<file path="src/rtl/core/gha_ram.sv">
// Generic single-write, single-read synchronous RAM with registered read data.
// No dependencies.
module gha_ram #(
  parameter int WIDTH = 8,
  parameter int DEPTH = 256,
  localparam int AW = $clog2(DEPTH)
) (
  input  logic             clk,
  input  logic             we,
  input  logic [AW-1:0]    waddr,
  input  logic [WIDTH-1:0] wdata,
  input  logic             re,
  input  logic [AW-1:0]    raddr,
  output logic [WIDTH-1:0] rdata
);

  logic [WIDTH-1:0] mem [DEPTH];
  logic [WIDTH-1:0] rdata_r;

  always_ff @(posedge clk) begin
    if (we) begin
      mem[waddr] <= wdata;
    end
    if (re) begin
      rdata_r <= mem[raddr];
    end
  end

  assign rdata = rdata_r;

endmodule

</file>
<file path="config.mk">
export PLATFORM = sky130hd
export DESIGN_NAME = gha_ram
export DESIGN_NICKNAME = d
export VERILOG_FILES = /design/src/rtl/core/gha_ram.sv
export SDC_FILE = /design/constraint.sdc
export NUM_CORES = 2
export LEC_CHECK = 0
export BUFFER_PORTS_ARGS = -buffer_cell sky130_fd_sc_hd__buf_2
export CORE_MARGIN = 2
export CORE_UTILIZATION = 55
export DETAILED_ROUTE_END_ITERATION = 12
export PLACE_DENSITY = 0.7
export SYNTH_ARGS = -nofsm -noshare
export SYNTH_HDL_FRONTEND = slang
export SYNTH_SLANG_ARGS = --single-unit
</file>
<file path="constraint.sdc">
create_clock -name clk -period 3.9 [get_ports clk]
set_input_delay 1.17 -clock clk [delete_from_list [all_inputs] [get_ports clk]]
set_output_delay 1.17 -clock clk [all_outputs]
set_load 0.05 [all_outputs]
</file>
==> summary.md <==
| Metric | Value |
|---|---|
| Number of setup buffers added after CTS | 0 |
| Initial antenna violation count | 10 |
| GR Util All Layers | 0.2709 |
| Reg2reg end | rdata[5]$_DFFE_PP_ |
| CTS tree | done |
| CTS H-tree depth | 4 |
| TritonCTS Buffers | between 150 and 200 |
| Hpwl dp | approximately 120000 um |
| GR peak layer | met2 |
| Yosys reg bits | between 2000 and 2500 |
| Status | complete, no violations |
| Ys async rst share | 0 |
| # rows | approximately 140 |
| First-pass GRT wire length | 286000 um |
| Sequential share of the synthesized area | 0.7753 |
| Drt via density | 6.431 |
| Fin nets | ~4300 |
| Final Max Slew Viols | 0 |
| Setup TNS | 0 ns |
| GPL Wtd Cong | approximately 0.9 |
| Chip Height | between 300 and 400 um |
| MaxCap Viol Count | 0 |
| Sink Count | between 2000 and 2500 |
| Hold/Removal Path Class | in2reg |
| DIE AREA | 147900 sq um |
| Power per cell area | ~500 nW/um^2 |
| Min Tclk post-route | 3.803 ns |
| Final number of setup-violating endpoints | 0 |
| Synth-to-layout area growth | 15.29% |
| Final clock skew | 0.02773 ns |
| R2R cell count | 7 |
| Sequential Power Share | 0.543 |
| Final ANT Viol Nets | 0 |
| Proportion of layout cells with a drive suffix above 1 | 0.2969 |
| Fin Hold WS | 0.7124 ns |
| Slew Limit Headroom | 0.1534 |
| Worst skew pair latency | ~0.84 ns |
| Met1 Use GR | 0.3837 |
| Worst hold endpoint | mem[64][1]$_DFFE_PP_ |
| Worst path slowest cell | nor3_1 |
| Hold Violations, Final | 0 |
| FF-to-FF Start | mem[83][5]$_DFFE_PP_ |
| Post-synthesis net count | between 3000 and 4000 |
| Reg-to-reg slack, setup | about 0.81 ns |
| Root Buffer | clkbuf_16 |
| Switching Fraction | 0.2116 |
| Hold path start | wdata[1] |
| Cells after Synth | around 3700 |
| Largest net degree at the start of global routing | slightly below 100 |
| 1st-pass router iterations | 6 |
| Yosys warnings | 0 |
| Wire per inst | 31.03 um |
| Gr ovfl total | 0 |
| RSZ-0062 raised after global routing | false |
| Clk slew on worst S/H paths | around 0.06 ns |
| Core Area | ~140000 sq um |
| Most used DFF post-synth | edfxtp_1 |
| DRT iter0 DRCs | about 5300 |
| Mapped Area | between 70000 and 80000 sq um |
| Crit start category | primary input |
| Worst path cell trace | buf_8, buf_12, buf_12, buf_4, buf_4, mux4_2, a22oi_1, a21oi_1, nor3_1, nor4_1 |
| Vias | about 41000 |
| Commonest non-fill, non-tap cell in the layout | edfxtp_1 |
| Crit path DAT | roughly 4.3 ns |
| Max incr delay on CP | 1.00 ns |
| Met3 Use GR | 0.06393 |
| Synth cell types | 54 |
| Critical Path RT | around 4.4 ns |
| DRC violations left | 0 |
| Final period utilization | 0.9751 |
| Internal power | between 0.03 and 0.04 W |
| Number of synthesized flops with an enable pin | roughly 2100 |
| Worst-margin pin slew | ~1.3 ns |
| Hold Buf Count CTS | 0 |
| IO Pins | 35 |
| Die span in x | just under 400 um |
| Critical path class | in2reg |
| Final worst slack | approximately 0.097 ns |
| Leak | between 20 and 30 nW |
| Max rail drop VDD | approximately 0.40 mV |
| Clock share of power | 0.403 |
| FILL cells | ~9600 |
| Mean Syn Cell Area | around 21 sq um |
| Clk buf depth | 3 |
| Endpoint class of the critical path | register |
| Routing usage on met2 | 0.4221 |
| Most frequent cells in the layout | 2056 x edfxtp_1, 482 x buf_4, 454 x mux4_2, 279 x nor2_1, 201 x clkbuf_16 |
| Fmax | ~260 MHz |
| Dpl ws | -0.6604 ns |
| Number of global-route vias before repair | between 40000 and 50000 |
| Combinational share of power | 0.054 |
| Number of I/O port buffers | 34 |
| Fin util | 0.6391 |
| Initial Utilization | 0.5544 |
| CTS resizes | 0 |
| Crit Path Max Fanout | 17 |
| NetSw | approximately 0.0095 W |
| Final WL | 196800 um |
| Hold depth | 1 |
Yosys cell counts (2+ instances only):
master / instances / area [sq um]
o211ai_1: 10 / 75.07
a22o_1: 8 / 70.07
a211oi_1: 16 / 120.1
and2_1: 6 / 37.54
o22a_1: 5 / 43.79
a31oi_1: 2 / 12.51
o32ai_1: 4 / 35.03
mux2i_1: 134 / 1341
mux4_1: 2 / 52.55
buf_1: 22 / 82.58
a22oi_1: 133 / 998.5
buf_2: 31 / 155.2
a21oi_1: 96 / 480.5
mux4_2: 454 / 10220
buf_4: 27 / 202.7
a2111oi_0: 2 / 17.52
nand3b_1: 2 / 15.01
o21ai_0: 10 / 50.05
nor4_1: 24 / 150.1
or2_2: 4 / 25.02
nor4_2: 3 / 37.54
nor3_1: 22 / 110.1
a221oi_1: 13 / 113.9
o22ai_1: 28 / 175.2
o221ai_1: 46 / 402.9
clkbuf_1: 111 / 416.7
edfxtp_1: 2056 / 61740
a311oi_1: 2 / 17.52
o21ai_1: 2 / 10.01
nand2_1: 33 / 123.9
buf_12: 8 / 160.2
nand3_1: 34 / 170.2
nand4_1: 10 / 62.56
and3b_1: 2 / 17.52
a2111oi_1: 2 / 20.02
nor2_1: 282 / 1059
nand2b_1: 8 / 50.05
nor2b_1: 31 / 193.9
buf_6: 21 / 236.5
buf_8: 13 / 195.2
kinds of logic after synthesis:
kind of cell,synth area share
buf+inv,0.01829
compound gates,0.03416
mux,0.1460
simple gates,0.02625
flops,0.7753
flip-flops by register name (all words and copies together), names as in the netlist:
signal and count:
rdata 8, mem 2048
final cells by class:
| type | instances | area, sq um | share of cell area |
|---|---|---|---|
| well taps | 1903 | 2381 | 0.02593 |
| flip-flops and latches | 2056 | 61740 | 0.6724 |
| inverters | 2 | 7.507 | 0.00008177 |
| clock inverters | 113 | 873.3 | 0.009512 |
| diodes | 4 | 10.01 | 0.0001090 |
| multi-input cells | 1442 | 16500 | 0.1797 |
| clock buffers | 247 | 5202 | 0.05666 |
| repair buffers | 576 | 5101 | 0.05556 |
power groups by stage:
stage / Clock, W / Combinational [W] / Sequential (W)
floorplan: 0 / 0.00118 / 0.0249
finish: 0.0181 / 0.00243 / 0.0244
global placement: 0 / 0.00238 / 0.0249
global route: 0.0192 / 0.00254 / 0.0244
detailed placement: 0 / 0.00241 / 0.0249
CTS: 0.0183 / 0.00243 / 0.0244
layer usage:
metal	vias up	part of all wire
li1	16790	-
met1	21320	0.38
met3	389	0.11
met2	2283	0.48
met4	14	0.034
met5	-	0.00047
through the flow:
step           area (sq um)  std cells  total power (W)
3_3_place_gp          85710       5978          0.02724
3_5_place_dp          85730       5979          0.02728
5_1_grt               91810       6340          0.04613
2_1_floorplan         79640       3733          0.02607
6_report              91810       6343          0.04495
4_1_cts               91800       6339          0.04517
worst max path at each step:
stage,slack [ns],from,endpoint,cells after the start
after floorplan,0.65,raddr[0],rdata[2]$_DFFE_PP_,9
after global placement,-0.94,raddr[0],rdata[6]$_DFFE_PP_,8
after detailed placement,-0.66,raddr[0],rdata[5]$_DFFE_PP_,10
after CTS,0.22,raddr[0],rdata[5]$_DFFE_PP_,10
after global routing,0.09,raddr[0],rdata[5]$_DFFE_PP_,10
final,0.1,raddr[0],rdata[5]$_DFFE_PP_,10
critical path, delay by kind of cell:
family | cells | cell delay, ns
and+or+nand+nor | 2 | 1.17
buffers and inverters | 5 | 0.95
AOI/OAI and AO/OA | 2 | 0.51
muxes | 1 | 0.49
(Power assumes the default switching activity.)
