## src/rtl/core/gha_pkg.sv

```systemverilog
// Package of the generational handle allocator: handle layout, operation codes,
// slot table entry, free stack control and status types, and sequencer states.
// No dependencies.
package gha_pkg;

  localparam int HANDLE_W  = 32;
  localparam int INDEX_W   = 24;
  localparam int GEN_W     = 8;
  localparam int OP_W      = 3;
  localparam int DATA_W    = 64;
  localparam int COUNT_W   = 9;

  typedef enum logic [OP_W-1:0] {
    OP_ALLOC = 3'd0,
    OP_FREE  = 3'd1,
    OP_QUERY = 3'd2,
    OP_SET   = 3'd3,
    OP_GET   = 3'd4
  } op_t;

  typedef enum logic [1:0] {
    ST_IDLE,
    ST_LOOK,
    ST_POP
  } state_t;

  typedef struct packed {
    logic [GEN_W-1:0] gen;
    logic             alive;
    logic             has_data;
  } slot_entry_t;

  typedef struct packed {
    logic peek;
    logic pop;
    logic push;
  } stk_ctl_t;

  typedef struct packed {
    logic empty;
    logic full;
  } stk_sts_t;

endpackage

```

## src/rtl/core/gha_ram.sv

```systemverilog
// Generic single-write, single-read synchronous RAM with registered read data.
// No dependencies.
module gha_ram #(
  parameter int WIDTH = 8,
  parameter int DEPTH = 256,
  localparam int AW = $clog2(DEPTH)
) (
  input  logic             clk,
  input  logic             we,
  input  logic [AW-1:0]    waddr,
  input  logic [WIDTH-1:0] wdata,
  input  logic             re,
  input  logic [AW-1:0]    raddr,
  output logic [WIDTH-1:0] rdata
);

  logic [WIDTH-1:0] mem [DEPTH];
  logic [WIDTH-1:0] rdata_r;

  always_ff @(posedge clk) begin
    if (we) begin
      mem[waddr] <= wdata;
    end
    if (re) begin
      rdata_r <= mem[raddr];
    end
  end

  assign rdata = rdata_r;

endmodule

```

## src/rtl/core/gha_free_stack.sv

```systemverilog
// LIFO stack of freed slot indexes, kept in one RAM with a top pointer.
// Depends on gha_pkg and gha_ram.
module gha_free_stack #(
  parameter int SLOTS = 256,
  localparam int IDX_W = $clog2(SLOTS),
  localparam int CNT_W = $clog2(SLOTS + 1)
) (
  input  logic              clk,
  input  logic              rst_n,
  input  gha_pkg::stk_ctl_t ctl,
  input  logic [IDX_W-1:0]  push_idx,
  output logic [IDX_W-1:0]  top_idx,
  output gha_pkg::stk_sts_t sts
);
  import gha_pkg::*;

  logic [CNT_W-1:0] top_r;
  logic [CNT_W-1:0] top_nxt;
  logic [CNT_W-1:0] top_m1;

  assign top_m1 = top_r - CNT_W'(1);

  always_comb begin
    top_nxt = top_r;
    if (ctl.push) begin
      top_nxt = top_r + CNT_W'(1);
    end else if (ctl.pop) begin
      top_nxt = top_m1;
    end
  end

  always_ff @(posedge clk) begin
    if (!rst_n) begin
      top_r <= '0;
    end else begin
      top_r <= top_nxt;
    end
  end

  assign sts.empty = (top_r == '0);
  assign sts.full  = (top_r == CNT_W'(SLOTS));

  gha_ram #(
    .WIDTH (IDX_W),
    .DEPTH (SLOTS)
  ) u_stack_ram (
    .clk   (clk),
    .we    (ctl.push),
    .waddr (top_r[IDX_W-1:0]),
    .wdata (push_idx),
    .re    (ctl.peek),
    .raddr (top_m1[IDX_W-1:0]),
    .rdata (top_idx)
  );

endmodule

```

## config.mk

```make
export PLATFORM = sky130hd
export DESIGN_NAME = gha_free_stack
export DESIGN_NICKNAME = d
export VERILOG_FILES = /design/src/rtl/core/gha_pkg.sv /design/src/rtl/core/gha_ram.sv /design/src/rtl/core/gha_free_stack.sv
export SDC_FILE = /design/constraint.sdc
export NUM_CORES = 2
export LEC_CHECK = 0
export ABC_AREA = 1
export BUFFER_PORTS_ARGS = -buffer_cell sky130_fd_sc_hd__buf_4
export CAP_MARGIN = 10
export CORE_MARGIN = 5
export CORE_UTILIZATION = 56
export DETAILED_ROUTE_END_ITERATION = 10
export PLACE_DENSITY = 0.72
export SLEW_MARGIN = 25
export SYNTH_ARGS = -nofsm -noshare
export SYNTH_HDL_FRONTEND = slang
export SYNTH_SLANG_ARGS = --single-unit
```

## constraint.sdc

```tcl
create_clock -name clk -period 5.8 [get_ports clk]
set_input_delay 0.58 -clock clk [delete_from_list [all_inputs] [get_ports clk]]
set_output_delay 0.58 -clock clk [all_outputs]
set_load 0.01 [all_outputs]
```

==> reports/results.tsv <==
metric	value	unit
grt_first_pass_wirelength	330000	um
grtUsageTotal	0.276	
drc	0	
ys_types	25	
grt_max_degree	233	
tns	0	ns
start_kind	flip-flop	
nets	6913	
final_common_cell	nand2_1	
maxCapViolations	0	
fin_worst_hold_slack	0.0747	ns
gr-total-overflow	0	
setup.worst_path.end_class	flip-flop	
worstHoldStart	rst_n	
slew_headroom	0.212	
critPathArrivalTime	4.97	ns
skew	0.0352	ns
ir_drop	0.000381	V
hold_violations	0	
p_leak	31.4	nW
area_growth	9.25	%
ant_nets	0	
drtIter0Drc	8158	
stdcell_count	9079	
initial_core_util	0.561	
power.density	371	mW/mm^2
via_per_inst	6.13	
clk_pin_slew_worst_paths	0.06	ns
layout-drive-gt1-share	0.0545	
vias	55700	
r2r-start	top_r[0]	
syn_area	0.0839	sq mm
rsz0062_at_grt	no	
core-area	0.149	sq mm
cp_max_fo	112	
hold_class	primary input to flip-flop	
clockRootBuffer	clkbuf_16	
die_area	0.158	sq mm
syn_nets	7104	
ctsHoldBuffers	0	
crit_type	flip-flop to flip-flop	
critPathRequiredTime	6.51	ns
yosysWarnings	0	
design_area	0.0916	sq mm
row_count	142	
postCtsResizedCells	0	
yosysSeqAreaShare	0.738	
yosysTopAreaCell	edfxtp_1	
io_buffers	22	
postCtsSetupBuffers	0	
clock_sinks	2065	
fp.dieW	397	um
final.min_clock_period	4.26	ns
crit_path_start	top_r[0]	
finalMaxSlewViolations	0	
synthTopCellsByArea	edfxtp_1 (74%), nand3_1 (12%), nand2_1 (9.6%)	
dp_hpwl	119000	um
ios	23	
ys_seq_elements	2065	
syn_avg_cell_area	11.8	sq um
cts_buffer_depth	3	
routabilityCongestion	0.926	
grt_pass1_vias	52700	
synthCells	7087	
tightest_slew	1.18	ns
place_inst	8711	
fin_crit_sh	0.734	
dpl-instance-area	0.0853	sq mm
timing.fmax	0.235	GHz
cts_tree	built	
finalWirelength	220000	um
htree_levels	4	
antenna_found_initial	6	
drtPass1Iterations	6	
synth_top_cell_area_share	0.736	
numCtsBuffers	199	
wl_per_cell	24.3	um
status	finished, final reports clean	
insertion_delay	0.84	ns
final_cell_mix	nand2_1 (2137), edfxtp_1 (2056), nand3_1 (2022), nor2_1 (287), clkbuf_16 (206)	
finalSetupViolations	0	
die_y	397	um
-- area by class of cell --
class | instances | area (sq um)
flip-flops and latches | 2065 | 61900
fillers | 11200 | 57800
multi-input cells | 4494 | 19600
clock buffers | 261 | 5360
well taps | 2016 | 2520
repair buffers | 90 | 1060
clock inverters | 104 | 937
inverters | 46 | 188
diodes | 3 | 7.51
-- registers in the layout (all words and copies together) (netlist names) --
name               flops
u_stack_ram.rdata      8
top_r                  9
u_stack_ram.mem     2048
-- where the power goes --
group / total, W / internal, W / switching [W]
combinational: 0.00483 / 0.00121 / 0.00362
clock: 0.0126 / 0.00720 / 0.00543
sequential: 0.0166 / 0.0165 / 0.0000953
-- metrics by stage --
step	setup slack, ns	util	power [W]
2_1_floorplan	3.07	-	0.0197
3_3_place_gp	1.63	0.571	0.0216
3_5_place_dp	1.54	0.571	0.0216
4_1_cts	1.53	0.613	0.0340
5_1_grt	1.37	0.613	0.0351
6_report	1.54	0.613	0.0340
-- cell families (layout without fill, tap and decap cells) --
kind of cell	after synthesis	after routing	share of synthesized area
buffers and inverters	528	501	0.0291
and+or+nand+nor	4466	4466	0.230
xor gates and xnor gates	6	6	0.000805
DFF	2065	2065	0.738
other	0	3	0
AOI/OAI and AO/OA	18	18	0.00121
adders and majority gates	4	4	0.000597
-- cells in the mapped netlist --
cell / number
nand4_1: 1
buf_2: 292
nand2_2: 1
o211ai_1: 1
edfxtp_1: 2056
nor2_1: 287
a21oi_1: 5
inv_1: 38
o21ai_0: 7
ha_1: 4
buf_1: 15
nor4_1: 1
xor2_1: 4
nor3_1: 1
o221ai_1: 1
clkbuf_1: 151
nand3_1: 2022
xor2_2: 2
inv_2: 8
dfxtp_1: 9
buf_4: 23
nand3b_1: 1
buf_6: 1
a31oi_1: 4
nand2_1: 2152
-- path summary, 6_finish.rpt --
check / slack, ns / depth (start not counted) / to
setup / recovery: 1.54 / 14 / u_stack_ram.rdata[6]
hold / removal: 0.07 / 3 / top_r[1]
setup reg to reg: 1.54 / 14 / u_stack_ram.rdata[6]
hold reg to reg: 0.49 / 2 / top_r[8]
-- worst max-delay path, stage by stage (launching register included) --
cell and delay (ns):
dfxtp_4 0.73, inv_8 0.39, ha_4 0.32, inv_1 0.10, nand2_1 0.10, nand2_4 0.55, buf_4 0.60, nand3_1 0.16
nand3_1 0.11, nand3_1 0.28, nand3_1 0.18, nand3_1 0.20, nand2_1 0.18, nand2_1 0.08, nand2_1 0.10
-- per-layer routing --
metal  wire length, um  vias to the layer above  GRT usage  part of all wire
met3             25600                      481     0.0625              0.12
met5                28                        -          0           0.00013
li1                  -                    24800          -                 -
met4              8670                        4      0.108             0.039
met2            101000                     3455      0.417              0.46
met1             85400                    27000      0.395              0.39
Note: power is estimated with default switching activity, not from simulation.
